## src/sv/cfs_pkg.sv

```systemverilog
// types and constants of the csv field splitter
// no dependencies; used by every module of the block
package cfs_pkg;

  // line break codes
  localparam logic [7:0] CH_LF = 8'd10;
  localparam logic [7:0] CH_CR = 8'd13;

  // register reset values
  localparam logic [7:0] DELIMITER_RESET  = 8'd44;
  localparam logic [7:0] QUOTE_CHAR_RESET = 8'd34;

  // apb address width and data width
  localparam int unsigned APB_ADDR_W = 3;
  localparam int unsigned APB_DATA_W = 32;

  // most results one byte can cause, and the count width
  localparam int unsigned MAX_RES = 5;
  localparam int unsigned CNT_W   = 3;

  // default depth of the queue between front and back
  localparam int unsigned QUEUE_DEPTH = 4;

  // configuration register indexes
  typedef enum logic [0:0] {
    REG_DELIMITER  = 1'b0,
    REG_QUOTE_CHAR = 1'b1
  } reg_e;

  typedef enum logic [1:0] {
    KIND_BYTE      = 2'd0,
    KIND_FIELD_END = 2'd1,
    KIND_ROW_END   = 2'd2
  } kind_e;

  typedef enum logic [4:0] {
    PH_ROW_START   = 5'b00001,
    PH_FIELD_START = 5'b00010,
    PH_UNQUOTED    = 5'b00100,
    PH_QUOTED      = 5'b01000,
    PH_QUOTE_SEEN  = 5'b10000
  } phase_e;

  typedef struct packed {
    logic       last;
    kind_e      kind;
    logic [7:0] content;
  } res_t;

  // all results caused by one input byte
  typedef struct packed {
    logic [CNT_W-1:0]   cnt;
    res_t [MAX_RES-1:0] res;
  } bundle_t;

endpackage

```

## src/sv/csv_in_if.sv

```systemverilog
// input channel of the csv field splitter: one text byte per transaction
// no dependencies
interface csv_in_if;
  logic       valid;
  logic       ready;
  logic [7:0] data_byte;
  logic       end_of_stream;

  modport source (output valid, output data_byte, output end_of_stream, input ready);
  modport sink   (input valid, input data_byte, input end_of_stream, output ready);
endinterface

```

## src/sv/csv_out_if.sv

```systemverilog
// output channel of the csv field splitter: one result per transaction
// no dependencies
interface csv_out_if;
  logic       valid;
  logic       ready;
  logic [1:0] kind;
  logic [7:0] content;
  logic       last_of_run;

  modport source (output valid, output kind, output content, output last_of_run, input ready);
  modport sink   (input valid, input kind, input content, input last_of_run, output ready);
endinterface

```

## src/sv/cfs_front.sv

```systemverilog
// front of the csv field splitter: parse state machine, one byte per cycle while the queue is not full
// depends on cfs_pkg; builds one result bundle per accepted byte and pushes it when it holds results
module cfs_front (
  input  logic             clk_i,
  input  logic             rst_ni,
  input  logic [7:0]       delimiter_i,
  input  logic [7:0]       quote_char_i,
  input  logic             in_valid_i,
  output logic             in_ready_o,
  input  logic [7:0]       data_byte_i,
  input  logic             end_of_stream_i,
  input  logic             q_full_i,
  output logic             push_o,
  output cfs_pkg::bundle_t push_data_o
);

  cfs_pkg::phase_e  phase_q, phase_d;
  logic             swallow_q, swallow_d;
  cfs_pkg::bundle_t bnd;
  logic             accept;
  logic             begin_f;
  logic             is_quote, is_delim, is_break;

  // append one result to a bundle
  function automatic cfs_pkg::bundle_t add_res(cfs_pkg::bundle_t b, cfs_pkg::kind_e k,
                                               logic [7:0] c);
    cfs_pkg::bundle_t r;
    r = b;
    r.res[b.cnt] = '{last: 1'b0, kind: k, content: c};
    r.cnt = b.cnt + cfs_pkg::CNT_W'(1);
    return r;
  endfunction

  assign in_ready_o = !q_full_i;
  assign accept     = in_valid_i && in_ready_o;
  assign is_quote   = (data_byte_i == quote_char_i);
  assign is_delim   = (data_byte_i == delimiter_i);
  assign is_break   = (data_byte_i == cfs_pkg::CH_LF) || (data_byte_i == cfs_pkg::CH_CR);

  // next state and results of the current byte
  always_comb begin
    bnd       = '0;
    phase_d   = phase_q;
    swallow_d = 1'b0;
    begin_f   = 1'b0;

    case (phase_q)
      cfs_pkg::PH_FIELD_START: begin
        begin_f = 1'b1;
      end
      cfs_pkg::PH_UNQUOTED: begin
        if (is_delim) begin
          bnd     = add_res(bnd, cfs_pkg::KIND_FIELD_END, 8'h00);
          phase_d = cfs_pkg::PH_FIELD_START;
        end else if (is_break) begin
          bnd       = add_res(bnd, cfs_pkg::KIND_FIELD_END, 8'h00);
          bnd       = add_res(bnd, cfs_pkg::KIND_ROW_END, 8'h00);
          phase_d   = cfs_pkg::PH_ROW_START;
          swallow_d = (data_byte_i == cfs_pkg::CH_CR);
        end else begin
          bnd = add_res(bnd, cfs_pkg::KIND_BYTE, data_byte_i);
        end
      end
      cfs_pkg::PH_QUOTED: begin
        if (is_quote) begin
          phase_d = cfs_pkg::PH_QUOTE_SEEN;
        end else begin
          bnd = add_res(bnd, cfs_pkg::KIND_BYTE, data_byte_i);
        end
      end
      cfs_pkg::PH_QUOTE_SEEN: begin
        if (is_quote) begin
          bnd     = add_res(bnd, cfs_pkg::KIND_BYTE, data_byte_i);
          phase_d = cfs_pkg::PH_QUOTED;
        end else begin
          bnd = add_res(bnd, cfs_pkg::KIND_FIELD_END, 8'h00);
          if (is_delim) begin
            phase_d = cfs_pkg::PH_FIELD_START;
          end else if (is_break) begin
            bnd       = add_res(bnd, cfs_pkg::KIND_ROW_END, 8'h00);
            phase_d   = cfs_pkg::PH_ROW_START;
            swallow_d = (data_byte_i == cfs_pkg::CH_CR);
          end else begin
            // stray byte after a closing quote ends the row and opens a new one
            bnd     = add_res(bnd, cfs_pkg::KIND_ROW_END, 8'h00);
            begin_f = 1'b1;
          end
        end
      end
      default: begin
        phase_d = cfs_pkg::PH_ROW_START;
        if (!(swallow_q && data_byte_i == cfs_pkg::CH_LF)) begin
          begin_f = 1'b1;
        end
      end
    endcase

    // first byte of a field
    if (begin_f) begin
      if (is_quote) begin
        phase_d = cfs_pkg::PH_QUOTED;
      end else if (is_delim) begin
        bnd     = add_res(bnd, cfs_pkg::KIND_FIELD_END, 8'h00);
        phase_d = cfs_pkg::PH_FIELD_START;
      end else if (is_break) begin
        bnd       = add_res(bnd, cfs_pkg::KIND_FIELD_END, 8'h00);
        bnd       = add_res(bnd, cfs_pkg::KIND_ROW_END, 8'h00);
        phase_d   = cfs_pkg::PH_ROW_START;
        swallow_d = (data_byte_i == cfs_pkg::CH_CR);
      end else begin
        bnd     = add_res(bnd, cfs_pkg::KIND_BYTE, data_byte_i);
        phase_d = cfs_pkg::PH_UNQUOTED;
      end
    end

    // close open field and row at end of stream
    if (end_of_stream_i) begin
      case (phase_d)
        cfs_pkg::PH_FIELD_START: begin
          bnd = add_res(bnd, cfs_pkg::KIND_ROW_END, 8'h00);
        end
        cfs_pkg::PH_UNQUOTED, cfs_pkg::PH_QUOTED, cfs_pkg::PH_QUOTE_SEEN: begin
          bnd = add_res(bnd, cfs_pkg::KIND_FIELD_END, 8'h00);
          bnd = add_res(bnd, cfs_pkg::KIND_ROW_END, 8'h00);
        end
        default: begin
        end
      endcase
      phase_d   = cfs_pkg::PH_ROW_START;
      swallow_d = 1'b0;
    end

    // mark the final result of this byte
    if (bnd.cnt != '0) begin
      bnd.res[bnd.cnt - cfs_pkg::CNT_W'(1)].last = 1'b1;
    end
  end

  assign push_o      = accept && (bnd.cnt != '0);
  assign push_data_o = bnd;

  // parse state
  always_ff @(posedge clk_i or negedge rst_ni) begin
    if (!rst_ni) begin
      phase_q   <= cfs_pkg::PH_ROW_START;
      swallow_q <= 1'b0;
    end else if (accept) begin
      phase_q   <= phase_d;
      swallow_q <= swallow_d;
    end
  end

endmodule

```

## src/sv/cfs_fifo.sv

```systemverilog
// result bundle queue between front and back of the csv field splitter
// depends on cfs_pkg; register-based, depth set by a parameter
module cfs_fifo #(
  parameter int unsigned DEPTH = cfs_pkg::QUEUE_DEPTH
) (
  input  logic             clk_i,
  input  logic             rst_ni,
  input  logic             push_i,
  input  cfs_pkg::bundle_t push_data_i,
  output logic             full_o,
  input  logic             pop_i,
  output logic             valid_o,
  output cfs_pkg::bundle_t pop_data_o
);

  localparam int unsigned PTR_W = (DEPTH > 1) ? $clog2(DEPTH) : 1;
  localparam int unsigned CNT_W = $clog2(DEPTH + 1);

  cfs_pkg::bundle_t   mem_q [DEPTH];
  logic [PTR_W-1:0]   wr_ptr_q, wr_ptr_d;
  logic [PTR_W-1:0]   rd_ptr_q, rd_ptr_d;
  logic [CNT_W-1:0]   count_q, count_d;
  logic               do_push, do_pop;

  assign full_o     = (count_q == CNT_W'(DEPTH));
  assign valid_o    = (count_q != '0);
  assign pop_data_o = mem_q[rd_ptr_q];
  assign do_push    = push_i && !full_o;
  assign do_pop     = pop_i && valid_o;

  // pointer and fill count update
  always_comb begin
    wr_ptr_d = wr_ptr_q;
    rd_ptr_d = rd_ptr_q;
    count_d  = count_q;
    if (do_push) begin
      wr_ptr_d = (wr_ptr_q == PTR_W'(DEPTH - 1)) ? '0 : wr_ptr_q + PTR_W'(1);
    end
    if (do_pop) begin
      rd_ptr_d = (rd_ptr_q == PTR_W'(DEPTH - 1)) ? '0 : rd_ptr_q + PTR_W'(1);
    end
    if (do_push && !do_pop) begin
      count_d = count_q + CNT_W'(1);
    end else if (do_pop && !do_push) begin
      count_d = count_q - CNT_W'(1);
    end
  end

  always_ff @(posedge clk_i or negedge rst_ni) begin
    if (!rst_ni) begin
      wr_ptr_q <= '0;
      rd_ptr_q <= '0;
      count_q  <= '0;
    end else begin
      wr_ptr_q <= wr_ptr_d;
      rd_ptr_q <= rd_ptr_d;
      count_q  <= count_d;
    end
  end

  // storage, no reset
  always_ff @(posedge clk_i) begin
    if (do_push) begin
      mem_q[wr_ptr_q] <= push_data_i;
    end
  end

endmodule

```

## src/sv/cfs_back.sv

```systemverilog
// back of the csv field splitter: hands out one result of a bundle per cycle while the receiver is ready
// depends on cfs_pkg; pulls bundles from cfs_fifo
module cfs_back (
  input  logic             clk_i,
  input  logic             rst_ni,
  input  logic             q_valid_i,
  input  cfs_pkg::bundle_t q_data_i,
  output logic             pop_o,
  output logic             out_valid_o,
  input  logic             out_ready_i,
  output logic [1:0]       kind_o,
  output logic [7:0]       content_o,
  output logic             last_of_run_o
);

  localparam int unsigned IDX_W = $clog2(cfs_pkg::MAX_RES);

  cfs_pkg::bundle_t cur_q, cur_d;
  logic             cur_valid_q, cur_valid_d;
  logic [IDX_W-1:0] idx_q, idx_d;
  cfs_pkg::res_t    res;
  logic             out_fire, take;

  assign res           = cur_q.res[idx_q];
  assign out_valid_o   = cur_valid_q;
  assign kind_o        = res.kind;
  assign content_o     = res.content;
  assign last_of_run_o = res.last;
  assign out_fire      = cur_valid_q && out_ready_i;

  // load a new bundle when idle or when its final result leaves
  assign take  = !cur_valid_q || (out_fire && res.last);
  assign pop_o = take && q_valid_i;

  always_comb begin
    cur_d       = cur_q;
    cur_valid_d = cur_valid_q;
    idx_d       = idx_q;
    if (take) begin
      cur_d       = q_data_i;
      cur_valid_d = q_valid_i;
      idx_d       = '0;
    end else if (out_fire) begin
      idx_d = idx_q + IDX_W'(1);
    end
  end

  always_ff @(posedge clk_i or negedge rst_ni) begin
    if (!rst_ni) begin
      cur_valid_q <= 1'b0;
      idx_q       <= '0;
    end else begin
      cur_valid_q <= cur_valid_d;
      idx_q       <= idx_d;
    end
  end

  // bundle payload, no reset
  always_ff @(posedge clk_i) begin
    cur_q <= cur_d;
  end

endmodule

```

## src/sv/csv_field_splitter.sv

```systemverilog
// csv field splitter: takes one text byte per input transaction, gives field bytes,
// field-end and row-end marks; an input byte is accepted every cycle while the bundle
// queue has room, and the back hands out one result per cycle while the receiver is
// ready, so a byte that causes more than one result (at most five) holds the output
// port until all of them leave; the sustained rate is one byte per cycle for ordinary
// field text; the queue (FIFO_DEPTH bundles, default four) absorbs bursts of marks.
// Registers: delimiter at byte address 0, quote character at 4, written over apb.
// depends on cfs_pkg, csv_in_if, csv_out_if, cfs_front, cfs_fifo, cfs_back
module csv_field_splitter #(
  parameter int unsigned FIFO_DEPTH = cfs_pkg::QUEUE_DEPTH
) (
  input  logic                           clk_i,
  input  logic                           rst_ni,
  input  logic                           psel,
  input  logic                           penable,
  input  logic                           pwrite,
  input  logic [cfs_pkg::APB_ADDR_W-1:0] paddr,
  input  logic [cfs_pkg::APB_DATA_W-1:0] pwdata,
  output logic [cfs_pkg::APB_DATA_W-1:0] prdata,
  output logic                           pready,
  csv_in_if.sink                         in_ch,
  csv_out_if.source                      out_ch
);

  logic [7:0]       delimiter_q, quote_char_q;
  logic             cfg_write;
  logic             q_full, push, q_valid, pop;
  cfs_pkg::bundle_t push_data, q_data;

  // configuration registers
  assign pready    = 1'b1;
  assign cfg_write = psel && penable && pwrite && pready;

  always_ff @(posedge clk_i or negedge rst_ni) begin
    if (!rst_ni) begin
      delimiter_q  <= cfs_pkg::DELIMITER_RESET;
      quote_char_q <= cfs_pkg::QUOTE_CHAR_RESET;
    end else if (cfg_write) begin
      case (paddr[2])
        cfs_pkg::REG_DELIMITER:  delimiter_q  <= pwdata[7:0];
        cfs_pkg::REG_QUOTE_CHAR: quote_char_q <= pwdata[7:0];
        default: begin
        end
      endcase
    end
  end

  // register read back
  always_comb begin
    case (paddr[2])
      cfs_pkg::REG_DELIMITER:  prdata = {(cfs_pkg::APB_DATA_W - 8)'(0), delimiter_q};
      cfs_pkg::REG_QUOTE_CHAR: prdata = {(cfs_pkg::APB_DATA_W - 8)'(0), quote_char_q};
      default:                 prdata = '0;
    endcase
  end

  cfs_front u_front (
    .clk_i           (clk_i),
    .rst_ni          (rst_ni),
    .delimiter_i     (delimiter_q),
    .quote_char_i    (quote_char_q),
    .in_valid_i      (in_ch.valid),
    .in_ready_o      (in_ch.ready),
    .data_byte_i     (in_ch.data_byte),
    .end_of_stream_i (in_ch.end_of_stream),
    .q_full_i        (q_full),
    .push_o          (push),
    .push_data_o     (push_data)
  );

  cfs_fifo #(
    .DEPTH (FIFO_DEPTH)
  ) u_fifo (
    .clk_i       (clk_i),
    .rst_ni      (rst_ni),
    .push_i      (push),
    .push_data_i (push_data),
    .full_o      (q_full),
    .pop_i       (pop),
    .valid_o     (q_valid),
    .pop_data_o  (q_data)
  );

  cfs_back u_back (
    .clk_i         (clk_i),
    .rst_ni        (rst_ni),
    .q_valid_i     (q_valid),
    .q_data_i      (q_data),
    .pop_o         (pop),
    .out_valid_o   (out_ch.valid),
    .out_ready_i   (out_ch.ready),
    .kind_o        (out_ch.kind),
    .content_o     (out_ch.content),
    .last_of_run_o (out_ch.last_of_run)
  );

endmodule

```

## src/flat_wrapper.sv

```systemverilog
// flat-port wrapper written by rule: the top's interface ports become plain ports
module csv_field_splitter_flat 
#(
  parameter int unsigned FIFO_DEPTH = cfs_pkg::QUEUE_DEPTH
)
  (clk_i, rst_ni, psel, penable, pwrite, paddr, pwdata, prdata, pready, in_ch_valid, in_ch_data_byte, in_ch_end_of_stream, in_ch_ready, out_ch_valid, out_ch_kind, out_ch_content, out_ch_last_of_run, out_ch_ready);
  csv_in_if in_ch_i ();
  csv_out_if out_ch_i ();
  input  logic clk_i;
  input  logic rst_ni;
  input  logic psel;
  input  logic penable;
  input  logic pwrite;
  input  logic [cfs_pkg::APB_ADDR_W-1:0] paddr;
  input  logic [cfs_pkg::APB_DATA_W-1:0] pwdata;
  output logic [cfs_pkg::APB_DATA_W-1:0] prdata;
  output logic pready;
  input wire logic [$bits(in_ch_i.valid)-1:0] in_ch_valid;
  input wire logic [$bits(in_ch_i.data_byte)-1:0] in_ch_data_byte;
  input wire logic [$bits(in_ch_i.end_of_stream)-1:0] in_ch_end_of_stream;
  output wire logic [$bits(in_ch_i.ready)-1:0] in_ch_ready;
  output wire logic [$bits(out_ch_i.valid)-1:0] out_ch_valid;
  output wire logic [$bits(out_ch_i.kind)-1:0] out_ch_kind;
  output wire logic [$bits(out_ch_i.content)-1:0] out_ch_content;
  output wire logic [$bits(out_ch_i.last_of_run)-1:0] out_ch_last_of_run;
  input wire logic [$bits(out_ch_i.ready)-1:0] out_ch_ready;
  assign in_ch_i.valid = in_ch_valid;
  assign in_ch_i.data_byte = in_ch_data_byte;
  assign in_ch_i.end_of_stream = in_ch_end_of_stream;
  assign in_ch_ready = in_ch_i.ready;
  assign out_ch_valid = out_ch_i.valid;
  assign out_ch_kind = out_ch_i.kind;
  assign out_ch_content = out_ch_i.content;
  assign out_ch_last_of_run = out_ch_i.last_of_run;
  assign out_ch_i.ready = out_ch_ready;
  csv_field_splitter #(.FIFO_DEPTH(FIFO_DEPTH)) u_core (.clk_i(clk_i), .rst_ni(rst_ni), .psel(psel), .penable(penable), .pwrite(pwrite), .paddr(paddr), .pwdata(pwdata), .prdata(prdata), .pready(pready), .in_ch(in_ch_i), .out_ch(out_ch_i));
endmodule
```

## config.mk

```make
export PLATFORM = sky130hd
export DESIGN_NAME = csv_field_splitter_flat
export DESIGN_NICKNAME = d
export VERILOG_FILES = /design/src/sv/cfs_pkg.sv /design/src/sv/csv_in_if.sv /design/src/sv/csv_out_if.sv /design/src/sv/cfs_front.sv /design/src/sv/cfs_fifo.sv /design/src/sv/cfs_back.sv /design/src/sv/csv_field_splitter.sv /design/src/flat_wrapper.sv
export SDC_FILE = /design/constraint.sdc
export NUM_CORES = 1
export LEC_CHECK = 0
export BUFFER_PORTS_ARGS = -buffer_cell sky130_fd_sc_hd__buf_2
export CORE_UTILIZATION = 50
export DETAILED_ROUTE_END_ITERATION = 16
export PLACE_DENSITY = 0.69
export SLEW_MARGIN = 15
export SYNTH_ARGS = -nofsm -noshare
export SYNTH_HDL_FRONTEND = slang
export SYNTH_SLANG_ARGS = --single-unit
```

## constraint.sdc

```tcl
create_clock -name clk_i -period 6.45 [get_ports clk_i]
set_input_delay 0.9675 -clock clk_i [delete_from_list [all_inputs] [get_ports clk_i]]
set_output_delay 0.9675 -clock clk_i [all_outputs]
set_load 0.02 [all_outputs]
```

==> results.py, run 1 <==
metrics = {
    "global_routing": {
        "antenna_found_initial": 0,
        "grt_pass1_wl_mm": 33.6,
        "grt_start_max_net_pins": 51,
        "first_global_vias": 6172,
        "grt_overflow": 0,
        "grtUsageTotal_pct": 18.3,
    },
    "clock_network": {
        "cts_buffers": 28,
        "cts_setup_buffers": 0,
        "cts_resized": 0,
        "clock-root-buffer": "clkbuf_16",
        "clkTransAtPathRegs_ns": 0.06,
        "ctsHtreeMaxLevel": 1,
        "clock_sinks": 268,
        "clk_latency_ns": 0.54,
        "cts_tree": "yes",
        "cts_buffer_depth": 3,
        "cts_hold_repair.buffers": 0,
    },
    "setup_path": {
        "worst_setup_path_end_kind": "flop",
        "critPathArrivalTime_ns": 5.76,
        "path_class": "reg2reg",
        "start_kind": "flop",
        "slowest_delay_ns": 0.49,
        "critPathMostFrequentCell": "ha_1",
        "critPathSlowestCell": "or3_1",
        "crit_chain": "or3_1 > nor3b_2 > o21ai_0 > a211o_1 > ha_1 > or3_1 > a31oi_1 > buf_4 > inv_2 > ha_1 > o32ai_1 > a21oi_1 > ha_1 > a21oi_4 > ha_1 > inv_1 > fa_1 > xor2_1 > nor2_1 > xor2_1",
        "cp_max_fo": 7,
        "cp.required_ns": 6.92,
    },
    "timing": {
        "setup_viol": 0,
        "fin_setup_tns_ns": 0,
        "rsz0062_at_grt": "false",
        "finalClockSkew_ns": 0.0123,
        "finalCritPeriodShare_pct": 82.1,
        "slew_violations": 0,
        "max_freq_ghz": 0.189,
        "timing.slew.headroom_pct": 32.7,
        "hold_viol": 0,
        "worst_pin_slew_ns": 1.01,
        "min_period_ns": 5.29,
    },
    "synthesis": {
        "yosysMostFrequentCell": "edfxtp_1",
        "synth.distinct_cells": 76,
        "yosysTopAreaCell": "edfxtp_1",
        "avgSynthCellArea_um2": 17.5,
        "synth_top_area_share_pct": 60.8,
        "yosys_warnings": 0,
        "synth_common_cells": "edfxtp_1, mux4_2, and2_1",
        "synthArstFlopShare_pct": 12.3,
        "syn_inst": 664,
        "synth_top_flop_cell": "edfxtp_1",
        "synth-edff-count": 235,
        "syn_area_um2": 11600,
        "ys_ff_latch": 268,
        "yosysSeqAreaShare_pct": 67.9,
        "synthTopCellsByArea": "edfxtp_1, mux4_2, dfrtp_1",
    },
    "pwr": {
        "p_per_area_nw_per_um2": 471,
        "p_total_mw": 6.24,
        "vdd_drop_max_mv": 0.234,
        "power_leakage_nw": 4.75,
    },
    "drt": {
        "vias": 6003,
        "route.detailed.drc": 0,
        "antenna_left": 0,
        "wirelength_mm": 20.9,
        "viasPerCell": 5.64,
        "drtPass1Iterations": 6,
        "drt_iter0_drc": 305,
        "wire_per_inst_um": 19.7,
    },
    "min_path": {
        "min_path_type": "reg2reg",
    },
    "floorplanning": {
        "start_util_pct": 51.1,
        "die_w_um": 154,
        "rows": 55,
        "core_area_um2": 22700,
        "boundaryPins": 97,
        "fp.dieArea_um2": 23800,
        "die_h_um": 154,
    },
    "placement": {
        "dpl_cell_area_um2": 12300,
        "place_congestion": 0.834,
        "dp.cells": 1013,
        "dp_hpwl_mm": 12.8,
        "port-buffer-count": 45,
    },
    "finish": {
        "fin_nets": 825,
        "drive_above_1_share_pct": 28.9,
        "fin_area_um2": 13200,
        "diodes": 0,
        "syn_to_final_growth_pct": 14.0,
        "fill_cells": 1680,
        "instances_no_fill": 1064,
    },
    "outcome": {
        "outcome": "finished, final reports clean",
    },
    "run": {
        "drv_cap": 0,
    },
}
-- stage by stage --
step / worst slack, ns / util, % / hold WS (ns)
floorplan: 0.571 / - / 0.442
global placement: 0.772 / 54.0 / 0.469
detailed placement: 0.687 / 54.0 / 0.477
CTS: 1.17 / 58.3 / 0.490
global route: 0.718 / 58.3 / 0.505
finish: 1.16 / 58.3 / 0.486
-- critical path: cells and delay by family, from the launching register on --
| family | cells | cell delay, ns |
|---|---|---|
| XOR/XNOR | 2 | 0.31 |
| AND/OR/NAND/NOR | 4 | 1.38 |
| flip-flops | 1 | 0.44 |
| adder cells (fa/ha/maj) | 5 | 1.54 |
| buffers and inverters | 3 | 0.30 |
| AO/OA/AOI/OAI | 6 | 1.23 |
-- kinds of logic (layout without fill, tap and decap cells) --
kind of cell    count (synthesis)  after routing  synth area share, %
other cells                     2             61               0.0647
fa+ha+maj                      16             16                 1.79
flops                         268            268                 67.9
mux                            90             90                 14.4
simple gates                  142            142                 6.92
xor+xnor                       22             22                 1.66
compound gates                 61             61                 4.31
buf+inv                        63            119                 2.94
-- layout by cell type, fill, tap and decap left out, types with 9 or more instances in the layout --
master / count
a21oi_1: 9
and2_1: 35
buf_2: 45
clkbuf_16: 28
conb_1: 61
dfrtp_1: 25
edfxtp_1: 235
ha_1: 15
inv_1: 12
mux2_2: 27
mux4_2: 58
nand2_1: 29
nor2_1: 22
o21ai_0: 11
xnor2_1: 19
-- final timing paths --
check / startpoint / end / slack [ns] / cells past startpoint
min in group asynchronous: rst_ni / u_core.u_fifo.wr_ptr_q[1]$_DFFE_PN0P_ / 0.53 / 1
worst max register to register: u_core.u_front.phase_q[1]$_DFFE_PN0P_ / u_core.u_fifo.count_q[2]$_DFFE_PN0P_ / 1.16 / 20
worst max-delay path: u_core.u_front.phase_q[1]$_DFFE_PN0P_ / u_core.u_fifo.count_q[2]$_DFFE_PN0P_ / 1.16 / 20
max in group asynchronous: rst_ni / u_core.u_fifo.rd_ptr_q[0]$_DFFE_PN0P_ / 5.35 / 1
worst min-delay path: u_core.u_front.swallow_q$_DFFE_PN0P_ / u_core.u_front.swallow_q$_DFFE_PN0P_ / 0.49 / 2
worst min register to register: u_core.u_front.swallow_q$_DFFE_PN0P_ / u_core.u_front.swallow_q$_DFFE_PN0P_ / 0.49 / 2
-- flip-flops by register name, summed over array words and instances (netlist names) --
register	count
u_core.u_back.cur_q	47
u_core.delimiter_q	8
u_core.u_fifo.count_q	3
u_core.u_front.phase_q	5
u_core.u_fifo.wr_ptr_q	2
u_core.u_back.out_valid_o	1
u_core.quote_char_q	8
u_core.u_front.swallow_q	1
u_core.u_fifo.rd_ptr_q	2
u_core.u_fifo.mem_q	188
u_core.u_back.idx_q	3
-- layout make-up --
type,count,area [um2],area share [%]
Inverter,13,48.8,0.369
Multi-Input combinational cell,392,3610,27.3
Clock buffer,30,708,5.35
Sequential cell,268,7890,59.6
Timing Repair Buffer,55,350,2.65
Clock inverter,21,270,2.04
Tap cell,285,357,2.69
-- metal layers --
| layer | vias up | GRT usage, % | wire length (um) |
|---|---|---|---|
| met4 | 0 | 4.01 | 192 |
| met1 | 3130 | 24.9 | 9170 |
| met3 | 13 | 2.58 | 973 |
| li1 | 2707 | - | - |
| met2 | 153 | 31.5 | 10600 |
| met5 | - | 0 | 0 |
-- where the power goes --
part / total [mW] / internal, mW / switching, mW
sequential: 2.75 / 2.57 / 0.186
combinational: 1.83 / 0.792 / 1.04
clock: 1.66 / 1.00 / 0.652
Note: power is estimated with default switching activity, not from simulation.
==> run 2: changes to the inputs <==
--- a/config.mk
+++ b/config.mk
@@ -8,7 +8,7 @@
 export BUFFER_PORTS_ARGS = -buffer_cell sky130_fd_sc_hd__buf_2
 export CORE_UTILIZATION = 50
 export DETAILED_ROUTE_END_ITERATION = 16
-export PLACE_DENSITY = 0.69
+export PLACE_DENSITY = 0.71
 export SLEW_MARGIN = 15
 export SYNTH_ARGS = -nofsm -noshare
 export SYNTH_HDL_FRONTEND = slang
==> constraint.sdc (replaced) <==
create_clock -name clk_i -period 4.6 [get_ports clk_i]
set_input_delay 0.69 -clock clk_i [delete_from_list [all_inputs] [get_ports clk_i]]
set_output_delay 0.69 -clock clk_i [all_outputs]
set_load 0.02 [all_outputs]
==> results.py, run 2 (same netlist as run 1, synthesis figures left out) <==
metrics = {
    "outcome": {
        "outcome": "finished, final reports clean",
    },
    "global_routing": {
        "grt_start_max_net_pins": 50,
        "grt_overflow": 0,
        "grtUsageTotal_pct": 19.5,
        "antenna_found_initial": 0,
        "grt_pass1_wl_mm": 35.5,
        "first_global_vias": 6513,
    },
    "drt": {
        "antenna_left": 0,
        "wirelength_mm": 22.5,
        "drt_iter0_drc": 450,
        "route.detailed.drc": 0,
        "wire_per_inst_um": 20.0,
        "vias": 6169,
        "viasPerCell": 5.49,
        "drtPass1Iterations": 5,
    },
    "setup_path": {
        "cp_max_fo": 5,
        "rr_worst_depth": 17,
        "worst_setup_path_end_kind": "flop",
        "path_class": "reg2reg",
        "r2r_setup_slack_ns": 0.14,
        "r2r-start": "u_core.u_front.phase_q[1]$_DFFE_PN0P_",
        "start_kind": "flop",
        "reg2reg_to": "u_core.u_fifo.count_q[1]$_DFFE_PN0P_",
        "critPathArrivalTime_ns": 4.88,
        "cp.required_ns": 5.02,
    },
    "finish": {
        "utilization_pct": 60.6,
        "drive_above_1_share_pct": 34.6,
        "final_common_cell": "edfxtp_1",
        "instances_no_fill": 1124,
        "register_area_um2": 7900,
        "syn_to_final_growth_pct": 18.5,
        "largest_register_ffs": 188,
        "layout_common_cells": "edfxtp_1, conb_1, buf_4, mux4_2, buf_2",
        "top_register": "u_core.u_fifo.mem_q",
        "fill_cells": 1614,
        "reg.largest.list": "u_core.u_fifo.mem_q x188, u_core.u_back.cur_q x47",
        "fin_area_um2": 13800,
        "diodes": 0,
        "multi_input_area_um2": 3710,
        "fin_nets": 885,
    },
    "clock_network": {
        "ctsHtreeMaxLevel": 1,
        "clkTransAtPathRegs_ns": 0.06,
        "cts_buffer_depth": 3,
        "clk_latency_ns": 0.53,
        "cts_hold_repair.buffers": 0,
        "cts_buffers": 27,
        "clock_sinks": 268,
        "clock-root-buffer": "clkbuf_16",
        "cts_tree": "yes",
    },
    "min_path": {
        "min_path_type": "in2async",
    },
    "placement": {
        "port-buffer-count": 45,
        "post-place-ws_ns": -0.209,
        "place_congestion": 0.862,
        "dp_hpwl_mm": 14.9,
        "dp.cells": 1070,
        "dpl_cell_area_um2": 12800,
    },
    "floorplanning": {
        "rows": 55,
        "fp.dieArea_um2": 23800,
        "boundaryPins": 97,
        "die_h_um": 154,
        "die_w_um": 154,
        "core_area_um2": 22700,
        "start_util_pct": 51.1,
    },
    "timing": {
        "finalCritPeriodShare_pct": 97.0,
        "max_freq_ghz": 0.224,
        "slew_violations": 0,
        "hold_viol": 0,
        "timing.slew.headroom_pct": 44.8,
        "worst_pin_slew_ns": 0.829,
        "finalClockSkew_ns": 0.00808,
        "setup_viol": 0,
        "fin_ws_ns": 0.138,
        "min_period_ns": 4.46,
    },
    "run": {
        "drv_cap": 0,
    },
    "pwr": {
        "power_leakage_nw": 5.04,
        "vdd_drop_max_mv": 0.384,
        "p_total_mw": 8.86,
        "p_per_area_nw_per_um2": 644,
    },
}
run 2: report_power, final:
| group | leakage, nW | switching [mW] | total, mW | internal, mW |
|---|---|---|---|---|
| Combinational | 1.99 | 1.49 | 2.80 | 1.31 |
| Clock | 0.424 | 0.879 | 2.14 | 1.27 |
| Sequential | 2.62 | 0.319 | 3.92 | 3.60 |
run 2: metrics by stage:
stage,hold WS [ns],TNS [ns]
CTS,0.270,0
detailed placement,0.478,-4.97
global placement,0.466,-1.62
global route,0.314,-0.0568
floorplan,0.394,-8.87
finish,0.263,0
run 2: metal layers:
layer	vias up	GRT usage, %	wire, um
li1	2822	-	-
met1	3156	24.7	9430
met2	169	35.4	11700
met3	22	2.77	1040
met4	0	4.48	296
met5	-	0	0
run 2: final cells by class:
cell class | instances | area share, %
flip-flops and latches | 268 | 57.4
repair buffers | 116 | 6.42
clock buffers | 34 | 5.17
clock inverters | 16 | 1.17
inverters | 13 | 0.355
multi-input cells | 392 | 26.9
well taps | 285 | 2.59
run 2: how the worst max path moves through the flow:
stage                                          startpoint                                   end  slack (ns)
finish              u_core.u_front.phase_q[1]$_DFFE_PN0P_  u_core.u_fifo.count_q[1]$_DFFE_PN0P_        0.14
global route           u_core.quote_char_q[5]$_DFFE_PN1P_  u_core.u_fifo.count_q[1]$_DFFE_PN0P_       -0.03
CTS                 u_core.u_front.phase_q[1]$_DFFE_PN0P_  u_core.u_fifo.count_q[2]$_DFFE_PN0P_        0.08
detailed placement                     in_ch_data_byte[2]  u_core.u_fifo.count_q[2]$_DFFE_PN0P_       -0.21
global placement                       in_ch_data_byte[2]  u_core.u_fifo.count_q[1]$_DFFE_PN0P_       -0.17
floorplan                              in_ch_data_byte[2]   u_core.u_fifo.mem_q[0][0]$_DFFE_PP_       -0.05
run 2: what timing repair did:
item | in CTS | in global routing
gates cloned | 0 | 0
pin swaps | 0 | 5
gates resized for setup | 1 | 3
buffers inserted | 0 | 4
endpoints found under the setup margin | 2 | 2
run 2: worst max-delay path, stage by stage (launching register included):
cell and delay [ns]:
dfrtp_2 0.43, or3_4 0.41, or3b_4 0.42, o21ai_4 0.17, a221o_1 0.17, ha_1 0.25, or3_4 0.39, a31oi_4 0.20
inv_2 0.08, ha_4 0.28, o32ai_1 0.07, a21oi_1 0.20, ha_2 0.26, a21oi_4 0.08, ha_4 0.19, inv_1 0.07
fa_2 0.42, mux2_2 0.27
==> run 3: changes to the inputs <==
--- a/config.mk
+++ b/config.mk
@@ -6,10 +6,13 @@
 export NUM_CORES = 1
 export LEC_CHECK = 0
 export BUFFER_PORTS_ARGS = -buffer_cell sky130_fd_sc_hd__buf_2
+export CORE_MARGIN = 10
 export CORE_UTILIZATION = 50
+export CTS_CLUSTER_SIZE = 24
 export DETAILED_ROUTE_END_ITERATION = 16
 export PLACE_DENSITY = 0.71
 export SLEW_MARGIN = 15
 export SYNTH_ARGS = -nofsm -noshare
 export SYNTH_HDL_FRONTEND = slang
+export SYNTH_HIERARCHICAL = 1
 export SYNTH_SLANG_ARGS = --single-unit
==> results.py, run 3 <==
metrics = {
    "setup_path": {
        "path_class": "reg2reg",
        "critPathCapture": "u_core/u_fifo/count_q[2]$_DFFE_PN0P_",
        "critPathSlowestCell": "dfstp_2",
        "worst_setup_path_end_kind": "flop",
        "critPathBufInv": 5,
        "startpoint": "u_core/quote_char_q[5]$_DFFE_PN1P_",
        "critPathMostFrequentCell": "xor2_1",
        "r2r-start": "u_core/quote_char_q[5]$_DFFE_PN1P_",
        "reg2reg_to": "u_core/u_fifo/count_q[2]$_DFFE_PN0P_",
        "cp_max_fo": 4,
        "r2r_setup_slack_ns": 0.44,
        "start_kind": "flop",
        "rr_worst_depth": 22,
        "cp.required_ns": 5.09,
        "crit_chain": "xor2_1 > nor4_2 > buf_4 > a21oi_1 > o21ai_2 > inv_1 > ha_1 > nand3_1 > and2_4 > buf_4 > ha_1 > inv_1 > a21oi_1 > o32a_4 > a31oi_1 > nor2b_2 > ha_4 > inv_2 > fa_2 > xor2_1 > nor2_1 > xor2_1",
        "cp.depth": 22,
        "slowest_delay_ns": 0.55,
        "path_delay_family": "adder cells",
        "critPathArrivalTime_ns": 4.65,
    },
    "clock_network": {
        "cts_resized": 0,
        "cts_tree": "yes",
        "cts_hold_repair.buffers": 0,
        "cts_buffer_depth": 3,
        "cts_setup_buffers": 0,
        "clock-root-buffer": "clkbuf_16",
        "clock_sinks": 308,
        "clkTransAtPathRegs_ns": 0.07,
        "cts_buffers": 31,
        "ctsHtreeMaxLevel": 1,
        "clk_latency_ns": 0.57,
    },
    "timing": {
        "rsz0062_at_grt": "false",
        "finalClockSkew_ns": 0.0136,
        "setup_viol": 0,
        "max_freq_ghz": 0.240,
        "worst_pin_slew_ns": 1.01,
        "finalCritPeriodShare_pct": 90.4,
        "hold_viol": 0,
        "timing.slew.headroom_pct": 32.8,
        "min_period_ns": 4.16,
        "slew_violations": 0,
        "timing.hold.ws_ns": 0.216,
        "fin_ws_ns": 0.440,
    },
    "outcome": {
        "outcome": "finished, final reports clean",
    },
    "drt": {
        "route.detailed.drc": 0,
        "antenna_left": 0,
        "drtPass1Iterations": 5,
        "drt_iter0_drc": 514,
        "wire_per_inst_um": 21.5,
        "wirelength_mm": 26.5,
        "vias": 7030,
        "viasPerCell": 5.70,
    },
    "floorplanning": {
        "boundaryPins": 97,
        "rows": 60,
        "die_h_um": 185,
        "start_util_pct": 50.8,
        "fp.dieArea_um2": 34400,
        "die_w_um": 185,
        "core_area_um2": 27000,
    },
    "pwr": {
        "swShare_pct": 31.9,
        "p_comb_share_pct": 32.8,
        "p_seq_share_pct": 43.1,
        "vdd_drop_max_mv": 0.351,
        "power_leakage_nw": 5.70,
        "internal_power_mw": 7.58,
        "p_per_area_nw_per_um2": 715,
        "clockPowerShare_pct": 24.1,
        "p_sw_mw": 3.56,
    },
    "synthesis": {
        "avgSynthCellArea_um2": 17.5,
        "syn_inst": 782,
        "yosys_warnings": 6,
        "syn_area_um2": 13700,
    },
    "global_routing": {
        "antenna_found_initial": 1,
        "first_global_vias": 7340,
        "grtUsageTotal_pct": 15.7,
        "grt_pass1_wl_mm": 42.0,
        "grt_start_max_net_pins": 46,
        "grt_overflow": 0,
    },
    "placement": {
        "dp.cells": 1176,
        "port-buffer-count": 45,
        "post-place-ws_ns": -0.0141,
        "place_congestion": 0.843,
        "dp_hpwl_mm": 17.6,
    },
    "finish": {
        "instances_no_fill": 1234,
        "syn_to_final_growth_pct": 13.7,
        "top_register": "u_core/u_fifo/mem_q",
        "layout_common_cells": "edfxtp_1, mux4_2, buf_2, buf_4, conb_1",
        "final_common_cell": "edfxtp_1",
        "reg.largest.list": "u_core/u_fifo/mem_q x220, u_core/u_back/cur_q x55",
        "diodes": 0,
        "largest_register_ffs": 220,
        "drive_above_1_share_pct": 32.6,
        "fin_nets": 936,
    },
    "run": {
        "drv_cap": 0,
    },
    "min_path": {
        "min_path_type": "in2async",
    },
}
[run 3: worst min-delay path by stage]
stage / from / to / slack (ns) / depth (start not counted)
global route: rst_ni / u_core/u_back/idx_q[0]$_DFFE_PN0P_ / 0.27 / 1
CTS: rst_ni / u_core/u_back/idx_q[2]$_DFFE_PN0P_ / 0.25 / 1
detailed placement: u_core/u_fifo/count_q[2]$_DFFE_PN0P_ / u_core/u_fifo/count_q[2]$_DFFE_PN0P_ / 0.47 / 1
global placement: u_core/u_front/swallow_q$_DFFE_PN0P_ / u_core/u_front/swallow_q$_DFFE_PN0P_ / 0.46 / 2
finish: rst_ni / u_core/u_back/idx_q[0]$_DFFE_PN0P_ / 0.22 / 1
floorplan: rst_ni / u_core/delimiter_q[0]$_DFFE_PN0P_ / 0.39 / 0
[run 3: routing by layer]
| layer | routed length, um | track usage (%) |
|---|---|---|
| met1 | 11400 | 21.0 |
| met3 | 1780 | 2.89 |
| met5 | 0 | 0 |
| met4 | 373 | 3.87 |
| met2 | 13000 | 26.2 |
[run 3: power groups by stage]
stage / logic, mW / clock network (mW) / registers (mW)
3_3_place_gp: 3.62 / 0 / 4.83
5_1_grt: 4.00 / 2.86 / 4.90
3_5_place_dp: 3.69 / 0 / 4.87
6_report: 3.65 / 2.69 / 4.80
2_1_floorplan: 2.94 / 0 / 4.52
4_1_cts: 3.70 / 2.74 / 4.82
[run 3: through the flow]
stage	power (mW)	TNS, ns	area [um2]	utilization, %
detailed placement	8.55	-0.0141	14500	53.6
global placement	8.45	0	14500	53.6
global route	11.8	0	15600	57.8
CTS	11.3	0	15600	57.8
finish	11.1	0	15600	57.8
floorplan	7.46	-0.0374	13900	-
[run 3: layout make-up]
class                   instances  area, um2
fillers                      2028      11400
well taps                     341        427
clock buffers                  34        787
multi-input cells             419       4170
clock inverters                24        328
flip-flops and latches        308       9100
inverters                      16       60.1
repair buffers                 92        703
